===== src/rtl/dmep_pkg.sv =====
package dmep_pkg;

    localparam int unsigned PULSE_INTERVALS     = 10;
    localparam int unsigned RIGHT_TURN_SEGMENTS = 34;
    localparam int unsigned LEFT_TURN_SEGMENTS  = 33;
    localparam int unsigned DRIVE_LIMIT         = 400;

    localparam logic [31:0] SPEED_NUM  = 32'd3840000000;
    localparam logic [11:0] SPEED_DIV  = 12'd2249;
    localparam logic [15:0] SPEED_SAT  = 16'hFFFF;

    localparam logic [1:0] REQ_EDGE    = 2'd0;
    localparam logic [1:0] REQ_CONTROL = 2'd1;
    localparam logic [1:0] REQ_STOP    = 2'd2;

    localparam logic [1:0] DIR_FORWARD = 2'd0;
    localparam logic [1:0] DIR_CW      = 2'd1;
    localparam logic [1:0] DIR_ACW     = 2'd2;

    localparam logic [2:0] CFG_KP_L = 3'd0;
    localparam logic [2:0] CFG_KI_L = 3'd1;
    localparam logic [2:0] CFG_KD_L = 3'd2;
    localparam logic [2:0] CFG_KP_R = 3'd3;
    localparam logic [2:0] CFG_KI_R = 3'd4;
    localparam logic [2:0] CFG_KD_R = 3'd5;
    localparam logic [2:0] CFG_DIST = 3'd6;

    typedef enum logic [3:0] {
        ST_IDLE,
        ST_PDIV,
        ST_DEN,
        ST_SDIV,
        ST_SPEED,
        ST_MUL,
        ST_MAG,
        ST_DONE
    } state_t;

endpackage


===== src/rtl/dual_motor_encoder_pid_unit.sv =====
// channel | valid  | stall     | payload
// in      | valid  | stall     | req_type wheel time_us target_rpm direction
// out     | out_valid | out_stall | drive_* speed_* *_reached
// cfg     | cfg_we | -         | cfg_index cfg_data
// Stop, unused and non-closing edge items go straight to done, which sets the result valid.
// Closing edge: period divide, multiply by 2249, speed divide,
//   saturate and done; a zero period goes to done after the divide.
// Control item: per wheel three shift-add products and a clamp.
// Input is taken only while idle and the result register is empty; stall on out holds it.
// Reset clears all state and restores the gain reset values.
module dual_motor_encoder_pid_unit
(
    input  logic                clk,
    input  logic                rst_n,
    input  logic                valid,
    output logic                stall,
    input  logic [1:0]          req_type,
    input  logic                wheel,
    input  logic [31:0]         time_us,
    input  logic [15:0]         target_rpm,
    input  logic [1:0]          direction,
    output logic                out_valid,
    input  logic                out_stall,
    output logic signed [9:0]   drive_left,
    output logic signed [9:0]   drive_right,
    output logic [15:0]         speed_left,
    output logic [15:0]         speed_right,
    output logic                distance_reached,
    output logic                right_turn_reached,
    output logic                left_turn_reached,
    input  logic                cfg_we,
    input  logic [2:0]          cfg_index,
    input  logic [11:0]         cfg_data
);

    dmep_pkg::state_t state_reg;

    logic [11:0] kp_reg [2];
    logic [11:0] ki_reg [2];
    logic [11:0] kd_reg [2];
    logic [7:0]  dist_target_reg;

    logic [3:0]  pulse_reg [2];
    logic [31:0] start_reg [2];
    logic [15:0] speed_reg [2];
    logic signed [17:0] prev_err_reg [2];
    logic signed [31:0] esum_reg [2];
    logic [7:0]  seg_reg;
    logic [5:0]  rturn_reg;
    logic [5:0]  lturn_reg;
    logic [2:0]  flags_reg;

    logic        w_reg;
    logic [15:0] target_reg;
    logic [1:0]  dir_reg;
    logic signed [9:0] mag_reg [2];

    // shared bit-serial divider / multiplier datapath
    logic [43:0] rem_reg;
    logic [31:0] quo_reg;
    logic [43:0] dvs_reg;
    logic [5:0]  cnt_reg;
    logic [1:0]  term_reg;
    logic signed [47:0] acc_reg;
    logic signed [35:0] mcand_reg;
    logic [11:0] mplier_reg;
    logic signed [17:0] e_reg;

    logic out_valid_reg;
    logic signed [9:0] dl_reg, dr_reg;

    assign stall = (state_reg != dmep_pkg::ST_IDLE) || out_valid_reg;
    assign out_valid = out_valid_reg;
    assign drive_left = dl_reg;
    assign drive_right = dr_reg;
    assign speed_left = speed_reg[0];
    assign speed_right = speed_reg[1];
    assign distance_reached = flags_reg[0];
    assign right_turn_reached = flags_reg[1];
    assign left_turn_reached = flags_reg[2];

    logic        accept;
    assign accept = valid && !stall;

    logic [3:0]  pulse_inc;
    assign pulse_inc = pulse_reg[wheel] + 4'd1;

    logic [44:0] trial;
    assign trial = {rem_reg, quo_reg[31]} - {1'b0, dvs_reg};

    logic signed [35:0] e_ext;
    assign e_ext = {{18{e_reg[17]}}, e_reg};

    logic signed [35:0] mag_full;
    assign mag_full = acc_reg[47:12];

    logic signed [9:0] mag_sat;
    always_comb
    begin
        if (mag_full > $signed(36'(dmep_pkg::DRIVE_LIMIT)))
            mag_sat = 10'(dmep_pkg::DRIVE_LIMIT);
        else if (mag_full < -$signed(36'(dmep_pkg::DRIVE_LIMIT)))
            mag_sat = -10'(dmep_pkg::DRIVE_LIMIT);
        else
            mag_sat = mag_full[9:0];
    end

    logic signed [32:0] esum_new;
    assign esum_new = {esum_reg[w_reg][31], esum_reg[w_reg]} + {{15{e_reg[17]}}, e_reg};

    always_ff @(posedge clk or negedge rst_n)
    begin
        if (!rst_n)
        begin
            state_reg <= dmep_pkg::ST_IDLE;
            kp_reg[0] <= 12'd2944; ki_reg[0] <= 12'd159; kd_reg[0] <= 12'd90;
            kp_reg[1] <= 12'd2688; ki_reg[1] <= 12'd154; kd_reg[1] <= 12'd90;
            dist_target_reg <= '0;
            for (int i = 0; i < 2; i++)
            begin
                pulse_reg[i] <= '0;
                start_reg[i] <= '0;
                speed_reg[i] <= '0;
                prev_err_reg[i] <= '0;
                esum_reg[i] <= '0;
                mag_reg[i] <= '0;
            end
            seg_reg <= '0;
            rturn_reg <= '0;
            lturn_reg <= '0;
            flags_reg <= '0;
            w_reg <= 1'b0;
            target_reg <= '0;
            dir_reg <= '0;
            rem_reg <= '0;
            quo_reg <= '0;
            dvs_reg <= '0;
            cnt_reg <= '0;
            term_reg <= '0;
            acc_reg <= '0;
            mcand_reg <= '0;
            mplier_reg <= '0;
            e_reg <= '0;
            dl_reg <= '0;
            dr_reg <= '0;
            out_valid_reg <= 1'b0;
        end
        else
        begin
            if (cfg_we)
            begin
                case (cfg_index)
                    dmep_pkg::CFG_KP_L: kp_reg[0] <= cfg_data;
                    dmep_pkg::CFG_KI_L: ki_reg[0] <= cfg_data;
                    dmep_pkg::CFG_KD_L: kd_reg[0] <= cfg_data;
                    dmep_pkg::CFG_KP_R: kp_reg[1] <= cfg_data;
                    dmep_pkg::CFG_KI_R: ki_reg[1] <= cfg_data;
                    dmep_pkg::CFG_KD_R: kd_reg[1] <= cfg_data;
                    dmep_pkg::CFG_DIST: dist_target_reg <= cfg_data[7:0];
                    default: ;
                endcase
            end
            if (out_valid_reg && !out_stall)
                out_valid_reg <= 1'b0;
            case (state_reg)
                dmep_pkg::ST_IDLE:
                begin
                    if (accept)
                    begin
                        w_reg <= wheel;
                        target_reg <= target_rpm;
                        dir_reg <= direction;
                        dl_reg <= '0;
                        dr_reg <= '0;
                        state_reg <= dmep_pkg::ST_DONE;
                        case (req_type)
                            dmep_pkg::REQ_EDGE:
                            begin
                                pulse_reg[wheel] <= pulse_inc;
                                if (pulse_inc == 4'd1)
                                    start_reg[wheel] <= time_us;
                                else if (pulse_inc == 4'(dmep_pkg::PULSE_INTERVALS + 1))
                                begin
                                    pulse_reg[wheel] <= '0;
                                    quo_reg <= time_us - start_reg[wheel];
                                    rem_reg <= '0;
                                    dvs_reg <= 44'(dmep_pkg::PULSE_INTERVALS);
                                    cnt_reg <= '0;
                                    state_reg <= dmep_pkg::ST_PDIV;
                                    if (!wheel)
                                    begin
                                        if (dist_target_reg != 8'd0
                                            && seg_reg + 8'd1 == dist_target_reg)
                                        begin
                                            flags_reg[0] <= 1'b1;
                                            seg_reg <= '0;
                                        end
                                        else
                                            seg_reg <= seg_reg + 8'd1;
                                    end
                                    else
                                    begin
                                        if (rturn_reg + 6'd1 ==
                                            6'(dmep_pkg::RIGHT_TURN_SEGMENTS))
                                        begin
                                            flags_reg[1] <= 1'b1;
                                            rturn_reg <= '0;
                                        end
                                        else
                                            rturn_reg <= rturn_reg + 6'd1;
                                        if (lturn_reg + 6'd1 ==
                                            6'(dmep_pkg::LEFT_TURN_SEGMENTS))
                                        begin
                                            flags_reg[2] <= 1'b1;
                                            lturn_reg <= '0;
                                        end
                                        else
                                            lturn_reg <= lturn_reg + 6'd1;
                                    end
                                end
                            end
                            dmep_pkg::REQ_CONTROL:
                            begin
                                w_reg <= 1'b0;
                                e_reg <= 18'({2'b00, target_rpm}) - 18'({2'b00, speed_reg[0]});
                                acc_reg <= '0;
                                term_reg <= '0;
                                cnt_reg <= '0;
                                state_reg <= dmep_pkg::ST_MUL;
                                mcand_reg <= 36'(signed'(18'({2'b00, target_rpm})
                                    - 18'({2'b00, speed_reg[0]})));
                                mplier_reg <= kp_reg[0];
                            end
                            dmep_pkg::REQ_STOP:
                            begin
                                pulse_reg[0] <= '0;
                                pulse_reg[1] <= '0;
                                seg_reg <= '0;
                                rturn_reg <= '0;
                                lturn_reg <= '0;
                                flags_reg <= '0;
                            end
                            default: ;
                        endcase
                    end
                end
                dmep_pkg::ST_PDIV:
                begin
                    // restoring divide, one quotient bit a cycle
                    if (!trial[44])
                        rem_reg <= trial[43:0];
                    else
                        rem_reg <= {rem_reg[42:0], quo_reg[31]};
                    quo_reg <= {quo_reg[30:0], !trial[44]};
                    cnt_reg <= cnt_reg + 6'd1;
                    if (cnt_reg == 6'd31)
                    begin
                        cnt_reg <= '0;
                        acc_reg <= '0;
                        state_reg <= dmep_pkg::ST_DEN;
                    end
                end
                dmep_pkg::ST_DEN:
                begin
                    // period * 2249, shift-add over the 12 multiplier bits
                    if (quo_reg == 32'd0)
                    begin
                        speed_reg[w_reg] <= '0;
                        state_reg <= dmep_pkg::ST_DONE;
                    end
                    else
                    begin
                        if (dmep_pkg::SPEED_DIV[cnt_reg[3:0]])
                            dvs_reg <= (cnt_reg == 6'd0 ? 44'd0 : dvs_reg)
                                + (44'(quo_reg) << cnt_reg[3:0]);
                        else if (cnt_reg == 6'd0)
                            dvs_reg <= '0;
                        cnt_reg <= cnt_reg + 6'd1;
                        if (cnt_reg == 6'd11)
                        begin
                            cnt_reg <= '0;
                            quo_reg <= dmep_pkg::SPEED_NUM;
                            rem_reg <= '0;
                            state_reg <= dmep_pkg::ST_SDIV;
                        end
                    end
                end
                dmep_pkg::ST_SDIV:
                begin
                    if (!trial[44])
                        rem_reg <= trial[43:0];
                    else
                        rem_reg <= {rem_reg[42:0], quo_reg[31]};
                    quo_reg <= {quo_reg[30:0], !trial[44]};
                    cnt_reg <= cnt_reg + 6'd1;
                    if (cnt_reg == 6'd31)
                        state_reg <= dmep_pkg::ST_SPEED;
                end
                dmep_pkg::ST_SPEED:
                begin
                    speed_reg[w_reg] <= (quo_reg[31:16] != 16'd0) ? dmep_pkg::SPEED_SAT
                                                                  : quo_reg[15:0];
                    state_reg <= dmep_pkg::ST_DONE;
                end
                dmep_pkg::ST_MUL:
                begin
                    // signed multiplicand times unsigned 12-bit gain, one bit a cycle
                    if (mplier_reg[0])
                        acc_reg <= acc_reg + (48'(mcand_reg) <<< cnt_reg[3:0]);
                    mplier_reg <= {1'b0, mplier_reg[11:1]};
                    cnt_reg <= cnt_reg + 6'd1;
                    if (cnt_reg == 6'd11)
                    begin
                        cnt_reg <= '0;
                        term_reg <= term_reg + 2'd1;
                        case (term_reg)
                            2'd0:
                            begin
                                mcand_reg <= e_ext - 36'(prev_err_reg[w_reg]);
                                mplier_reg <= kd_reg[w_reg];
                            end
                            2'd1:
                            begin
                                mcand_reg <= 36'(esum_reg[w_reg]);
                                mplier_reg <= ki_reg[w_reg];
                            end
                            default: state_reg <= dmep_pkg::ST_MAG;
                        endcase
                    end
                end
                dmep_pkg::ST_MAG:
                begin
                    mag_reg[w_reg] <= mag_sat;
                    prev_err_reg[w_reg] <= e_reg;
                    if (esum_new[32] != esum_new[31])
                        esum_reg[w_reg] <= esum_new[32] ? 32'sh80000000 : 32'sh7FFFFFFF;
                    else
                        esum_reg[w_reg] <= esum_new[31:0];
                    if (!w_reg)
                    begin
                        w_reg <= 1'b1;
                        e_reg <= 18'({2'b00, target_reg}) - 18'({2'b00, speed_reg[1]});
                        mcand_reg <= 36'(signed'(18'({2'b00, target_reg})
                            - 18'({2'b00, speed_reg[1]})));
                        mplier_reg <= kp_reg[1];
                        acc_reg <= '0;
                        term_reg <= '0;
                        cnt_reg <= '0;
                        state_reg <= dmep_pkg::ST_MUL;
                    end
                    else
                    begin
                        case (dir_reg)
                            dmep_pkg::DIR_FORWARD:
                            begin
                                dl_reg <= -mag_reg[0]; dr_reg <= -mag_sat;
                            end
                            dmep_pkg::DIR_CW:
                            begin
                                dl_reg <= -mag_reg[0]; dr_reg <= mag_sat;
                            end
                            dmep_pkg::DIR_ACW:
                            begin
                                dl_reg <= mag_reg[0]; dr_reg <= -mag_sat;
                            end
                            default:
                            begin
                                dl_reg <= mag_reg[0]; dr_reg <= mag_sat;
                            end
                        endcase
                        state_reg <= dmep_pkg::ST_DONE;
                    end
                end
                dmep_pkg::ST_DONE:
                begin
                    out_valid_reg <= 1'b1;
                    state_reg <= dmep_pkg::ST_IDLE;
                end
                default: state_reg <= dmep_pkg::ST_IDLE;
            endcase
        end
    end

endmodule

===== config.mk =====
export PLATFORM = sky130hd
export DESIGN_NAME = dual_motor_encoder_pid_unit
export DESIGN_NICKNAME = d
export VERILOG_FILES = /design/src/rtl/dmep_pkg.sv /design/src/rtl/dual_motor_encoder_pid_unit.sv
export SDC_FILE = /design/constraint.sdc
export NUM_CORES = 2
export LEC_CHECK = 0
export BUFFER_PORTS_ARGS = -buffer_cell sky130_fd_sc_hd__buf_4
export CORE_UTILIZATION = 34
export DETAILED_ROUTE_END_ITERATION = 10
export PLACE_DENSITY = 0.48
export SETUP_SLACK_MARGIN = 0.5
export SKIP_CTS_REPAIR_TIMING = 1
export SYNTH_ARGS = -nofsm -noshare
export SYNTH_HDL_FRONTEND = slang
export SYNTH_SLANG_ARGS = --single-unit

===== constraint.sdc =====
create_clock -name clk -period 8.4 [get_ports clk]
set_clock_uncertainty 0.05 [all_clocks]
set_input_delay 0.42 -clock clk [delete_from_list [all_inputs] [get_ports clk]]
set_output_delay 0.42 -clock clk [all_outputs]
set_load 0.1 [all_outputs]

==> flow_summary_export.csv <==
group,metric,value,unit
synth,ys_async_sr_fraction,1.00,
synth,ys_seq_area_frac,0.347,
routing,top_layer,"met5",
clocking,clk_path_buf_depth,3,
placement,place.gp.congestion,0.894,
grt,grt_pass1_vias,35800,
critical_path,critical_path.cell_chain,"or3_1 > nor2_1 > and2_1 > buf_4 > a41oi_1 > a2111oi_4 > buf_4 > nand2_1 > buf_4 > o221ai_4 > buf_4 > nor2_2 > a32o_1",
timing,max_freq,166,MHz
timing,report.final.setup_viol,0,
routing,ant_nets,0,
placement,place_ws,2.45,ns
routing,drc_errors,0,
die,die_w,358,um
clocking,cts_tree,"done",
routing,avgViaCountPerCell,5.49,
cells_and_area,utilization,0.389,
grt,grt_pass1_wl,214,mm
timing,finalSetupTns,0,ns
synth,synth_area,43000,um2
cells_and_area,layout.nets,5370,
critical_path,cpPeakStageDelay,0.72,ns
die,fp-row-count,130,
timing,fin_crit,6.02,ns
grt,antenna_found_initial,2,
critical_path,arrival,6.52,ns
clocking,insertion_delay,0.70,ns
clocking,cts_root_buf,"clkbuf_16",
worst_hold_path,holdPathStages,3,
placement,dp_cells,6535,
timing,slew_viol_final,0,
timing,finalHoldViolCount,0,
routing,met1_length,64.9,mm
worst_hold_path,hold_class,"in -> reg",
die,die_h,358,um
routing,finalWirelength,138,mm
routing,met3_length,6.09,mm
routing,first_iter_violations,2900,
clocking,clkSlewWorstSetupHoldPaths,0.06,ns
die,io_pins,130,
timing,fin_crit_sh,0.717,
grt,track_usage,0.213,
cells_and_area,fill_cells,12900,
critical_path,crit_top_cell,"buf_4",
routing,first_pass_iters,7,
grt,grt_max_degree,166,
status,outcome,"completed",
synth,yosysUniqueCellTypes,90,
grt,grt_overflow_total,0,
critical_path,critPathSlowestCell,"dfrtp_1",
timing,fin_ws,2.38,ns
critical_path,cp-start-kind,"flop",
routing,num_vias,37000,
placement,place.detailed.hpwl,100,mm
placement,io_buffers,129,
critical_path,r2r_cells,13,
synth,yosys_warnings,0,
timing,max-slew-margin-rel,0.230,
cells_and_area,stdcell_count,6742,
critical_path,crit_required,8.90,ns
routing,wl_per_cell,20.4,um
critical_path,crit_fanout,78,
clocking,cts_buffers,78,
flow_run,cap_violations,0,
routing,route.met2.wl,62.9,mm
synth,synth_seq_cells,595,
synth,synth_nets,5323,
synth,synth.avg_cell_area,8.63,um2
timing,rsz0062_at_grt,"no",
critical_path,setup.worst_path.class,"reg -> reg",
clocking,cts.htree.levels,3,
synth,syn_inst,4983,
synth,synth_edf_count,0,
synth,synth_flop_cell,"dfrtp_1",
die,die-area,128000,um2
timing,worst_slew_pin_slew,1.15,ns
cells_and_area,drive_gt1_frac,0.130,
cells_and_area,area_growth,13.5,%
clocking,clock-sinks,595,
die,initial_core_util,0.342,
die,core-area,126000,um2
critical_path,critPathCaptureType,"flop",
==> critical path: cells and delay by family (launching register included) <==
| family | cells | cell delay, ns |
|---|---|---|
| and+or+nand+nor | 5 | 1.92 |
| DFF | 1 | 0.72 |
| AOI/OAI and AO/OA | 4 | 1.19 |
| buffers and inverters | 4 | 1.89 |
==> per-layer routing <==
| layer | vias up | global-route usage |
|---|---|---|
| met5 | - | 0 |
| met4 | 2 | 0.0634 |
| met3 | 178 | 0.0355 |
| met2 | 699 | 0.340 |
| met1 | 18000 | 0.295 |
| li1 | 18100 | - |
==> stage by stage <==
stage | cell area [um2] | hold slack [ns]
after floorplan | 43000 | 0.0744
after global placement | 45500 | 0.402
after detailed placement | 45500 | 0.403
after CTS | 48100 | -0.346
after global routing | 48800 | 0.0625
final | 48800 | 0.0679
==> placed cells by master (no fill, tap or decap), types with 25 or more instances in the layout <==
master	Yosys	layout
xnor2_1	129	129
mux2i_1	150	150
a21o_1	157	157
nand2b_1	36	36
o21ai_0	469	467
and3_1	42	42
nor2_1	374	370
a22o_1	27	27
a221oi_1	25	25
nand4_1	36	36
dlygate4sd3_1	0	65
o31ai_1	66	66
o21bai_1	31	31
dfstp_2	25	25
buf_4	0	173
nor4_1	28	28
a31oi_1	56	55
clkbuf_16	0	78
a22oi_1	25	25
nor2b_1	53	52
a211oi_1	34	34
xor2_1	98	98
nand3_1	100	98
inv_1	180	180
o21a_1	34	34
mux4_2	26	26
or2_2	33	33
mux2_2	230	230
nand2_1	628	626
a21oi_1	434	434
nor3_1	70	66
ha_1	259	259
dfrtp_1	570	564
==> Yosys cell counts, types with 129 or more instances <==
cell type	number	share of area
a21o_1	157	0.027
inv_1	180	0.016
dfrtp_1	570	0.33
mux2_2	230	0.060
ha_1	259	0.075
o21ai_0	469	0.055
nor2_1	374	0.033
mux2i_1	150	0.035
xnor2_1	129	0.026
nand2_1	628	0.055
a21oi_1	434	0.051
clkbuf_1	229	0.020
==> area by class of cell <==
type,instances,area (um2),area share
multi-input cells,3931,26400,0.542
flip-flops and latches,595,14900,0.306
clock buffers,109,2220,0.0455
well taps,1650,2060,0.0423
repair buffers,242,2020,0.0415
inverters,182,683,0.0140
clock inverters,31,420,0.00862
diodes,2,5.00,0.000103
==> worst paths after layout <==
path,startpoint,end,slack (ns)
worst min-delay path,target_rpm[1],target_reg[1],0.07
min in group asynchronous,rst_n,rem_reg[22],0.23
max in group asynchronous,rst_n,esum_reg[23],6.16
worst max register to register,state_reg[1],acc_reg[31],2.38
worst max-delay path,state_reg[1],acc_reg[31],2.38
worst min register to register,dvs_reg[28],dvs_reg[28],0.42
==> cells by family (layout without fill, tap and decap cells) <==
kind of cell	Yosys count	in the layout	share of synthesized area
AOI/OAI and AO/OA	1551	1551	0.223
adders and majority gates	276	276	0.0812
other	0	2	0
DFF	595	595	0.347
buffers and inverters	457	564	0.0405
xor gates and xnor gates	227	227	0.0463
and+or+nand+nor	1470	1470	0.152
muxes	407	407	0.109
Power is left out: the tool's default activity adds up to more than one toggle a clock period on the data nets, which glitch-free logic cannot reach.
